## src/rtl/core/ahs_pkg.sv

```systemverilog
// ----------------------------------------------------------------------------
// ahs_pkg
// types and constants shared by the axis homing sequencer
// ----------------------------------------------------------------------------
package ahs_pkg;

   localparam int unsigned SPEED_W = 16;
   localparam int unsigned ACCEL_W = 8;
   localparam int unsigned CSR_IDX_W = 3;
   localparam int unsigned CSR_DATA_W = 16;
   localparam int unsigned COUNT_W = 17;

   localparam logic [CSR_IDX_W-1:0] CSR_APPROACH_SPEED = 3'd0;
   localparam logic [CSR_IDX_W-1:0] CSR_BACKOFF_SPEED = 3'd1;
   localparam logic [CSR_IDX_W-1:0] CSR_CREEP_SPEED = 3'd2;
   localparam logic [CSR_IDX_W-1:0] CSR_APPROACH_ACCEL = 3'd3;
   localparam logic [CSR_IDX_W-1:0] CSR_BACKOFF_ACCEL = 3'd4;
   localparam logic [CSR_IDX_W-1:0] CSR_SETTLE_TICKS = 3'd5;

   localparam logic [SPEED_W-1:0] RST_APPROACH_SPEED = 16'd10;
   localparam logic [SPEED_W-1:0] RST_BACKOFF_SPEED = 16'd1;
   localparam logic [SPEED_W-1:0] RST_CREEP_SPEED = 16'd3;
   localparam logic [ACCEL_W-1:0] RST_APPROACH_ACCEL = 8'd150;
   localparam logic [ACCEL_W-1:0] RST_BACKOFF_ACCEL = 8'd50;
   localparam logic [SPEED_W-1:0] RST_SETTLE_TICKS = 16'd500;

   typedef enum logic [2:0] {
      CMD_NONE   = 3'd0,
      CMD_AWAY   = 3'd1,
      CMD_TOWARD = 3'd2,
      CMD_STOP   = 3'd3,
      CMD_CREEP  = 3'd4,
      CMD_CLEAR  = 3'd5
   } cmd_type;

   typedef struct packed {
      logic [SPEED_W-1:0] approach_speed;
      logic [SPEED_W-1:0] backoff_speed;
      logic [SPEED_W-1:0] creep_speed;
      logic [ACCEL_W-1:0] approach_accel;
      logic [ACCEL_W-1:0] backoff_accel;
      logic [SPEED_W-1:0] settle_ticks;
   } cfg_type;

   typedef struct packed {
      cmd_type            command;
      logic [SPEED_W-1:0] command_speed;
      logic [ACCEL_W-1:0] command_accel;
      logic               homing_active;
   } rsp_type;

endpackage

```

## src/rtl/core/axis_homing_sequencer_top.sv

```systemverilog
// ----------------------------------------------------------------------------
// axis_homing_sequencer_top
// homing sequencer for one stepper axis, one command word per request word
// ----------------------------------------------------------------------------
//  channel | direction | handshake          | payload
//  req     | in        | req_valid/req_stall| start_req, at_home, axis_busy, tick
//  rsp     | out       | rsp_valid/rsp_stall| command, command_speed, command_accel,
//          |           |                    | homing_active
//  csr     | in        | csr_write_en       | csr_index, csr_wdata
//
//  one request word per cycle while req_stall is low; its command word appears in the cycle after accept
//  the command word is held in the single result register behind the step logic
//  reset clears the step, the settle count and the registers to their defaults
//  req_stall is raised only while a held command word is stalled
// ----------------------------------------------------------------------------
module axis_homing_sequencer_top (
   input  logic        clock,
   input  logic        reset,
   input  logic        req_valid,
   output logic        req_stall,
   input  logic        req_start_req,
   input  logic        req_at_home,
   input  logic        req_axis_busy,
   input  logic        req_tick,
   output logic        rsp_valid,
   input  logic        rsp_stall,
   output logic [2:0]  rsp_command,
   output logic [15:0] rsp_command_speed,
   output logic [7:0]  rsp_command_accel,
   output logic        rsp_homing_active,
   input  logic        csr_write_en,
   input  logic [2:0]  csr_index,
   input  logic [15:0] csr_wdata
);

   ahs_pkg::cfg_type cfg_ff;
   ahs_pkg::rsp_type rsp;
   logic             rsp_valid_ff, rsp_valid_in;
   logic             accept;

   assign req_stall    = rsp_valid_ff && rsp_stall;
   assign accept       = req_valid && !req_stall;
   assign rsp_valid_in = accept || (rsp_valid_ff && rsp_stall);

   always_ff @(posedge clock) begin
      if (reset) begin
         rsp_valid_ff <= 1'b0;
      end else begin
         rsp_valid_ff <= rsp_valid_in;
      end
   end

   always_ff @(posedge clock) begin
      if (reset) begin
         cfg_ff.approach_speed <= ahs_pkg::RST_APPROACH_SPEED;
         cfg_ff.backoff_speed  <= ahs_pkg::RST_BACKOFF_SPEED;
         cfg_ff.creep_speed    <= ahs_pkg::RST_CREEP_SPEED;
         cfg_ff.approach_accel <= ahs_pkg::RST_APPROACH_ACCEL;
         cfg_ff.backoff_accel  <= ahs_pkg::RST_BACKOFF_ACCEL;
         cfg_ff.settle_ticks   <= ahs_pkg::RST_SETTLE_TICKS;
      end else if (csr_write_en) begin
         unique case (csr_index)
            ahs_pkg::CSR_APPROACH_SPEED: cfg_ff.approach_speed <= csr_wdata;
            ahs_pkg::CSR_BACKOFF_SPEED:  cfg_ff.backoff_speed  <= csr_wdata;
            ahs_pkg::CSR_CREEP_SPEED:    cfg_ff.creep_speed    <= csr_wdata;
            ahs_pkg::CSR_APPROACH_ACCEL: cfg_ff.approach_accel <= csr_wdata[7:0];
            ahs_pkg::CSR_BACKOFF_ACCEL:  cfg_ff.backoff_accel  <= csr_wdata[7:0];
            ahs_pkg::CSR_SETTLE_TICKS:   cfg_ff.settle_ticks   <= csr_wdata;
            default: begin
            end
         endcase
      end
   end

   ahs_seq u_seq (
      .clock     (clock),
      .reset     (reset),
      .accept    (accept),
      .start_req (req_start_req),
      .at_home   (req_at_home),
      .axis_busy (req_axis_busy),
      .tick      (req_tick),
      .cfg       (cfg_ff),
      .rsp       (rsp)
   );

   assign rsp_valid         = rsp_valid_ff;
   assign rsp_command       = rsp.command;
   assign rsp_command_speed = rsp.command_speed;
   assign rsp_command_accel = rsp.command_accel;
   assign rsp_homing_active = rsp.homing_active;

endmodule

```

## src/rtl/core/ahs_seq.sv

```systemverilog
// ----------------------------------------------------------------------------
// ahs_seq
// homing step sequencer: evaluates one word per accept and registers the
// resulting command
// ----------------------------------------------------------------------------
module ahs_seq (
   input  logic              clock,
   input  logic              reset,
   input  logic              accept,
   input  logic              start_req,
   input  logic              at_home,
   input  logic              axis_busy,
   input  logic              tick,
   input  ahs_pkg::cfg_type  cfg,
   output ahs_pkg::rsp_type  rsp
);

   typedef enum logic [3:0] {
      ST_IDLE       = 4'd0,
      ST_CHECK      = 4'd1,
      ST_PRE_APPR   = 4'd2,
      ST_APPROACH   = 4'd3,
      ST_WAIT_IDLE  = 4'd4,
      ST_CREEP      = 4'd5,
      ST_CREEP_WAIT = 4'd6,
      ST_PRE_BACK   = 4'd7,
      ST_BACKOFF    = 4'd8,
      ST_SETTLE     = 4'd9
   } step_type;

   step_type                        step_ff, step_in, step_cur;
   logic [ahs_pkg::COUNT_W-1:0]     count_ff, count_in, count_cur, count_inc;
   logic [ahs_pkg::COUNT_W-1:0]     limit;
   ahs_pkg::rsp_type                rsp_ff, rsp_in;

   always_comb begin
      step_cur  = start_req ? ST_CHECK : step_ff;
      count_cur = start_req ? '0 : count_ff;
      limit     = {1'b0, cfg.settle_ticks};
      count_inc = (tick && (count_cur <= limit)) ? count_cur + 1'b1 : count_cur;

      step_in  = step_cur;
      count_in = count_cur;
      rsp_in.command       = ahs_pkg::CMD_NONE;
      rsp_in.command_speed = '0;
      rsp_in.command_accel = '0;

      unique case (step_cur)
         ST_IDLE: begin
         end
         ST_CHECK: begin
            if (at_home) begin
               step_in = ST_BACKOFF;
               rsp_in.command       = ahs_pkg::CMD_AWAY;
               rsp_in.command_speed = cfg.backoff_speed;
               rsp_in.command_accel = cfg.backoff_accel;
            end else begin
               step_in = ST_PRE_APPR;
            end
         end
         ST_PRE_APPR: begin
            if (!axis_busy) begin
               step_in = ST_APPROACH;
               rsp_in.command       = ahs_pkg::CMD_TOWARD;
               rsp_in.command_speed = cfg.approach_speed;
               rsp_in.command_accel = cfg.approach_accel;
            end
         end
         ST_APPROACH: begin
            if (at_home) begin
               step_in = ST_PRE_BACK;
               rsp_in.command = ahs_pkg::CMD_STOP;
            end
         end
         ST_WAIT_IDLE: begin
            if (!axis_busy) step_in = ST_CREEP;
         end
         ST_CREEP: begin
            if (!axis_busy) begin
               step_in = ST_CREEP_WAIT;
               rsp_in.command       = ahs_pkg::CMD_CREEP;
               rsp_in.command_speed = cfg.creep_speed;
            end
         end
         ST_CREEP_WAIT: begin
            if (!axis_busy) begin
               step_in  = ST_SETTLE;
               count_in = '0;
            end
         end
         ST_PRE_BACK: begin
            if (!axis_busy) begin
               step_in = ST_BACKOFF;
               rsp_in.command       = ahs_pkg::CMD_AWAY;
               rsp_in.command_speed = cfg.backoff_speed;
               rsp_in.command_accel = cfg.backoff_accel;
            end
         end
         ST_BACKOFF: begin
            if (!at_home) begin
               step_in = ST_WAIT_IDLE;
               rsp_in.command = ahs_pkg::CMD_STOP;
            end
         end
         ST_SETTLE: begin
            count_in = count_inc;
            if (count_inc > limit) begin
               step_in = ST_IDLE;
               rsp_in.command = ahs_pkg::CMD_CLEAR;
            end
         end
         default: begin
            step_in = ST_IDLE;
         end
      endcase

      rsp_in.homing_active = (step_in != ST_IDLE);
   end

   always_ff @(posedge clock) begin
      if (reset) begin
         step_ff  <= ST_IDLE;
         count_ff <= '0;
      end else if (accept) begin
         step_ff  <= step_in;
         count_ff <= count_in;
      end
      if (accept) begin
         rsp_ff <= rsp_in;
      end
   end

   assign rsp = rsp_ff;

endmodule

```

## config.mk

```make
export PLATFORM = sky130hd
export DESIGN_NAME = axis_homing_sequencer_top
export DESIGN_NICKNAME = d
export VERILOG_FILES = /design/src/rtl/core/ahs_pkg.sv /design/src/rtl/core/axis_homing_sequencer_top.sv /design/src/rtl/core/ahs_seq.sv
export SDC_FILE = /design/constraint.sdc
export NUM_CORES = 1
export LEC_CHECK = 0
export ABC_AREA = 1
export BUFFER_PORTS_ARGS = -buffer_cell sky130_fd_sc_hd__buf_2
export CELL_PAD_IN_SITES_DETAIL_PLACEMENT = 1
export CELL_PAD_IN_SITES_GLOBAL_PLACEMENT = 1
export CORE_MARGIN = 1.5
export CORE_UTILIZATION = 39
export CTS_CLUSTER_DIAMETER = 120
export DETAILED_ROUTE_END_ITERATION = 12
export MAX_ROUTING_LAYER = met4
export PLACE_DENSITY_LB_ADDON = 0.1
export SLEW_MARGIN = 10
export SYNTH_ARGS = -nofsm -noshare
export SYNTH_HDL_FRONTEND = slang
export SYNTH_HIERARCHICAL = 1
export SYNTH_SLANG_ARGS = --single-unit
```

## constraint.sdc

```tcl
create_clock -name clock -period 3.4 [get_ports clock]
set_input_delay 0.17 -clock clock [delete_from_list [all_inputs] [get_ports clock]]
set_output_delay 0.17 -clock clock [all_outputs]
set_load 0.02 [all_outputs]
```

==> qor.txt <==
Status: finished with violations
Failing checks: DRC, setup timing
Initial Util: 40.1%
Register area share after synthesis: 39.8%
Finished Core Util: 52.6%
CP Class: reg2reg
Clock period minus worst slack: 3590 ps
Total congestion overflow: 0
TritonCTS sink count: 130
Synthesized instance count: 1043
Max-slew violation count: 0
Nets@finish: 1244
Synth Flop Type: dfxtp_1
Post-DR vias/cell: 5.16
Post-Syn Area: 7250 µm²
IO Pins: 58
FP Rows: 49
Crit path buf inv count: 4
Non-filler instance count after layout: 1427
Slew @ Worst Pin: 1000 ps
TNS Setup: -814 ps
Final ANT Viol Nets: 0
CP peak stage delay: 340 ps
WP data arrival: 3900 ps
Design Power: 4470 µW
Slowest stage cell on the critical path: dfxtp_1
Antenna Cells: 0
Max-Cap Viols: 0
FF-to-FF setup slack: -190 ps
Final setup viols: 5
Period utilization: 105%
Critical path data required time: 3720 ps
Largest net degree at the start of global routing: 52
Most frequent CP cell: nand2_2
Clk Latency, worst-skew pair: 430 ps
Fmax: 279 MHz
R2r endpoint: u_seq/step_ff[3]
CTS tree: yes
GRT Overall Usage: 26.9%
Dpl cells: 1366
GPL Wtd Cong: 0.854
Warnings, synthesis: 6
#FFs+latches synth: 130
Critical Path Source: cfg_ff[11]
Worst slew margin: 33.1%
Vias in the first global route: 7715
Crit path max fanout: 5
Crit path depth: 26
Post-synth ARST share: 0%
Drt total wl: 25100 µm
Clock buffer depth: 2
Maximum VDD drop: 0.283 mV
CTS Buf Count: 17
DRC errors left: 2
H-tree Lvls: 4
P_leak: 0.00447 µW
DIE HEIGHT: 139 µm
HPWL after detailed placement: 16100 µm
Drt wl/cell: 17.6 µm
Core area: 18100 µm²
Hold Fails Final Rpt: 0
Initial DRC count: 330
Final WS setup: -185 ps
Setup crit start kind: register
Worst R2R Path Depth: 26
Launch point of the worst reg-to-reg path: cfg_ff[11]
Worst-path clk slew: 60 ps
Syn nets: 1102
Area Overhead vs Synth: 31.2%
RSZ-0062 raised after global routing: true
Detailed-route via count: 7367
Crit path to: u_seq/step_ff[3]
Top delay family on crit path: simple AND/OR/NAND/NOR gates
Post-synth EDFFs: 28
Die W: 139 µm
Port Buffers: 57
Crit. End Element: register
Layout cells sized above 1: 28.4%
Hold Path Class: in2reg
Cell variety after synth: 42
DRT Pass-1 Iters: 8
Total die area: 19400 µm²
Clock Skew: 12.9 ps
Antenna violations before repair: 0
Syn avg cell area: 6.95 µm²
CTS root buffer: clkbuf_16
First-pass GRT wire length: 40000 µm
Pwr Density: 470 nW/µm²
cells in the final DEF, fill, tap and decap left out, types with 4 or more instances in the layout:
cell	netlist	layout
nand2_4	1	11
nand2_2	14	42
edfxtp_1	28	28
xor2_1	13	13
nand4_1	7	7
buf_4	5	95
nor2_4	7	14
ha_4	0	14
nor3_1	11	7
a22o_1	8	8
nand3_2	2	5
nand3_1	127	124
dlygate4sd3_1	0	4
a21oi_1	30	27
buf_2	16	57
clkbuf_16	0	19
nor2_1	165	153
nor2_2	8	13
o21ai_0	42	41
nand2_1	254	216
dfxtp_2	0	6
inv_1	123	98
ha_1	31	16
inv_2	7	31
dfxtp_1	102	96
how the worst min path moves through the flow:
| stage | start | to | slack [ps] | depth (start not counted) |
|---|---|---|---|---|
| global route | csr_wdata[8] | cfg_ff[8] | 10 | 3 |
| detailed placement | csr_wdata[3] | cfg_ff[67] | 410 | 3 |
| global placement | csr_wdata[3] | cfg_ff[67] | 400 | 3 |
| finish | csr_wdata[8] | cfg_ff[8] | 3 | 3 |
| floorplan | reset | rsp_valid | 240 | 1 |
| CTS | csr_wdata[8] | cfg_ff[8] | 2 | 3 |
worst min-delay path: cells and delay by family:
| kind | cells | cell delay (ps) |
|---|---|---|
| buffers and inverters | 1 | 100 |
| and+or+nand+nor | 2 | 120 |
routing by layer:
layer,global-route usage (%),routed length [µm]
met1,32.6,11200
met5,-,0
met3,4.09,623
met4,10.0,800
met2,45.3,12400
kinds of logic after synthesis:
kind of cell,Yosys count,share of synthesized area [%]
buffers and inverters,171,9.74
AO/OA/AOI/OAI,93,7.30
adder cells (fa/ha/maj),31,5.35
AND/OR/NAND/NOR,604,36.1
XOR/XNOR,14,1.69
flip-flops,130,39.8
synthesized netlist by cell type (all sizes together) (2+ instances only):
| master | instances | area share, % |
|---|---|---|
| edfxtp | 28 | 12 |
| nand4 | 7 | 0.60 |
| nor4 | 4 | 0.43 |
| ha | 31 | 5.4 |
| nand3b | 2 | 0.21 |
| a21oi | 30 | 2.1 |
| a22o | 8 | 0.97 |
| xor2 | 13 | 1.6 |
| nand3 | 129 | 9.0 |
| nand2 | 269 | 15 |
| inv | 131 | 6.8 |
| clkbuf | 8 | 0.41 |
| a22oi | 3 | 0.31 |
| nor2 | 180 | 10 |
| nor3 | 12 | 0.90 |
| o21ai | 44 | 3.1 |
| a31oi | 2 | 0.17 |
| dfxtp | 102 | 28 |
| buf | 31 | 2.5 |
area by class of cell:
class	count	area [µm²]
Clock buffer	21	493
Multi-Input combinational cell	742	4110
Tap cell	229	287
Fill cell	2296	8580
Clock inverter	11	90.1
Inverter	132	505
Timing Repair inverter	1	11.3
Timing Repair Buffer	161	1120
Sequential cell	130	2890
through the flow:
step | instance area, µm² | hold slack [ps] | setup WS [ps]
global route | 9510 | 12.4 | -382
floorplan | 7250 | 239 | 159
finish | 9510 | 2.79 | -185
global placement | 8220 | 404 | -243
detailed placement | 8220 | 409 | -303
CTS | 9330 | 2.24 | -43.3
registers in the layout (all words and copies together), names as in the netlist:
signal          count
u_seq/step_ff       4
u_seq/rsp          28
rsp_valid           1
u_seq/count_ff     17
cfg_ff             80
power by group:
group          total [µW]  internal, µW  leakage, µW  switching [µW]
Clock                1820          1050     0.000283             762
Combinational         963           382      0.00307             581
Sequential           1690          1650      0.00112            37.4
Total                4470          3090      0.00447            1380
timing repair:
| action | CTS | global route |
|---|---|---|
| setup buffers | 18 | 6 |
| pin swaps | 30 | 31 |
| gates cloned | 2 | 0 |
| endpoints found under the hold margin | 5 | 0 |
| endpoints found under the setup margin | 5 | 6 |
| gates resized for setup | 90 | 46 |
| hold buffers | 4 | 0 |
(Power assumes the default switching activity.)
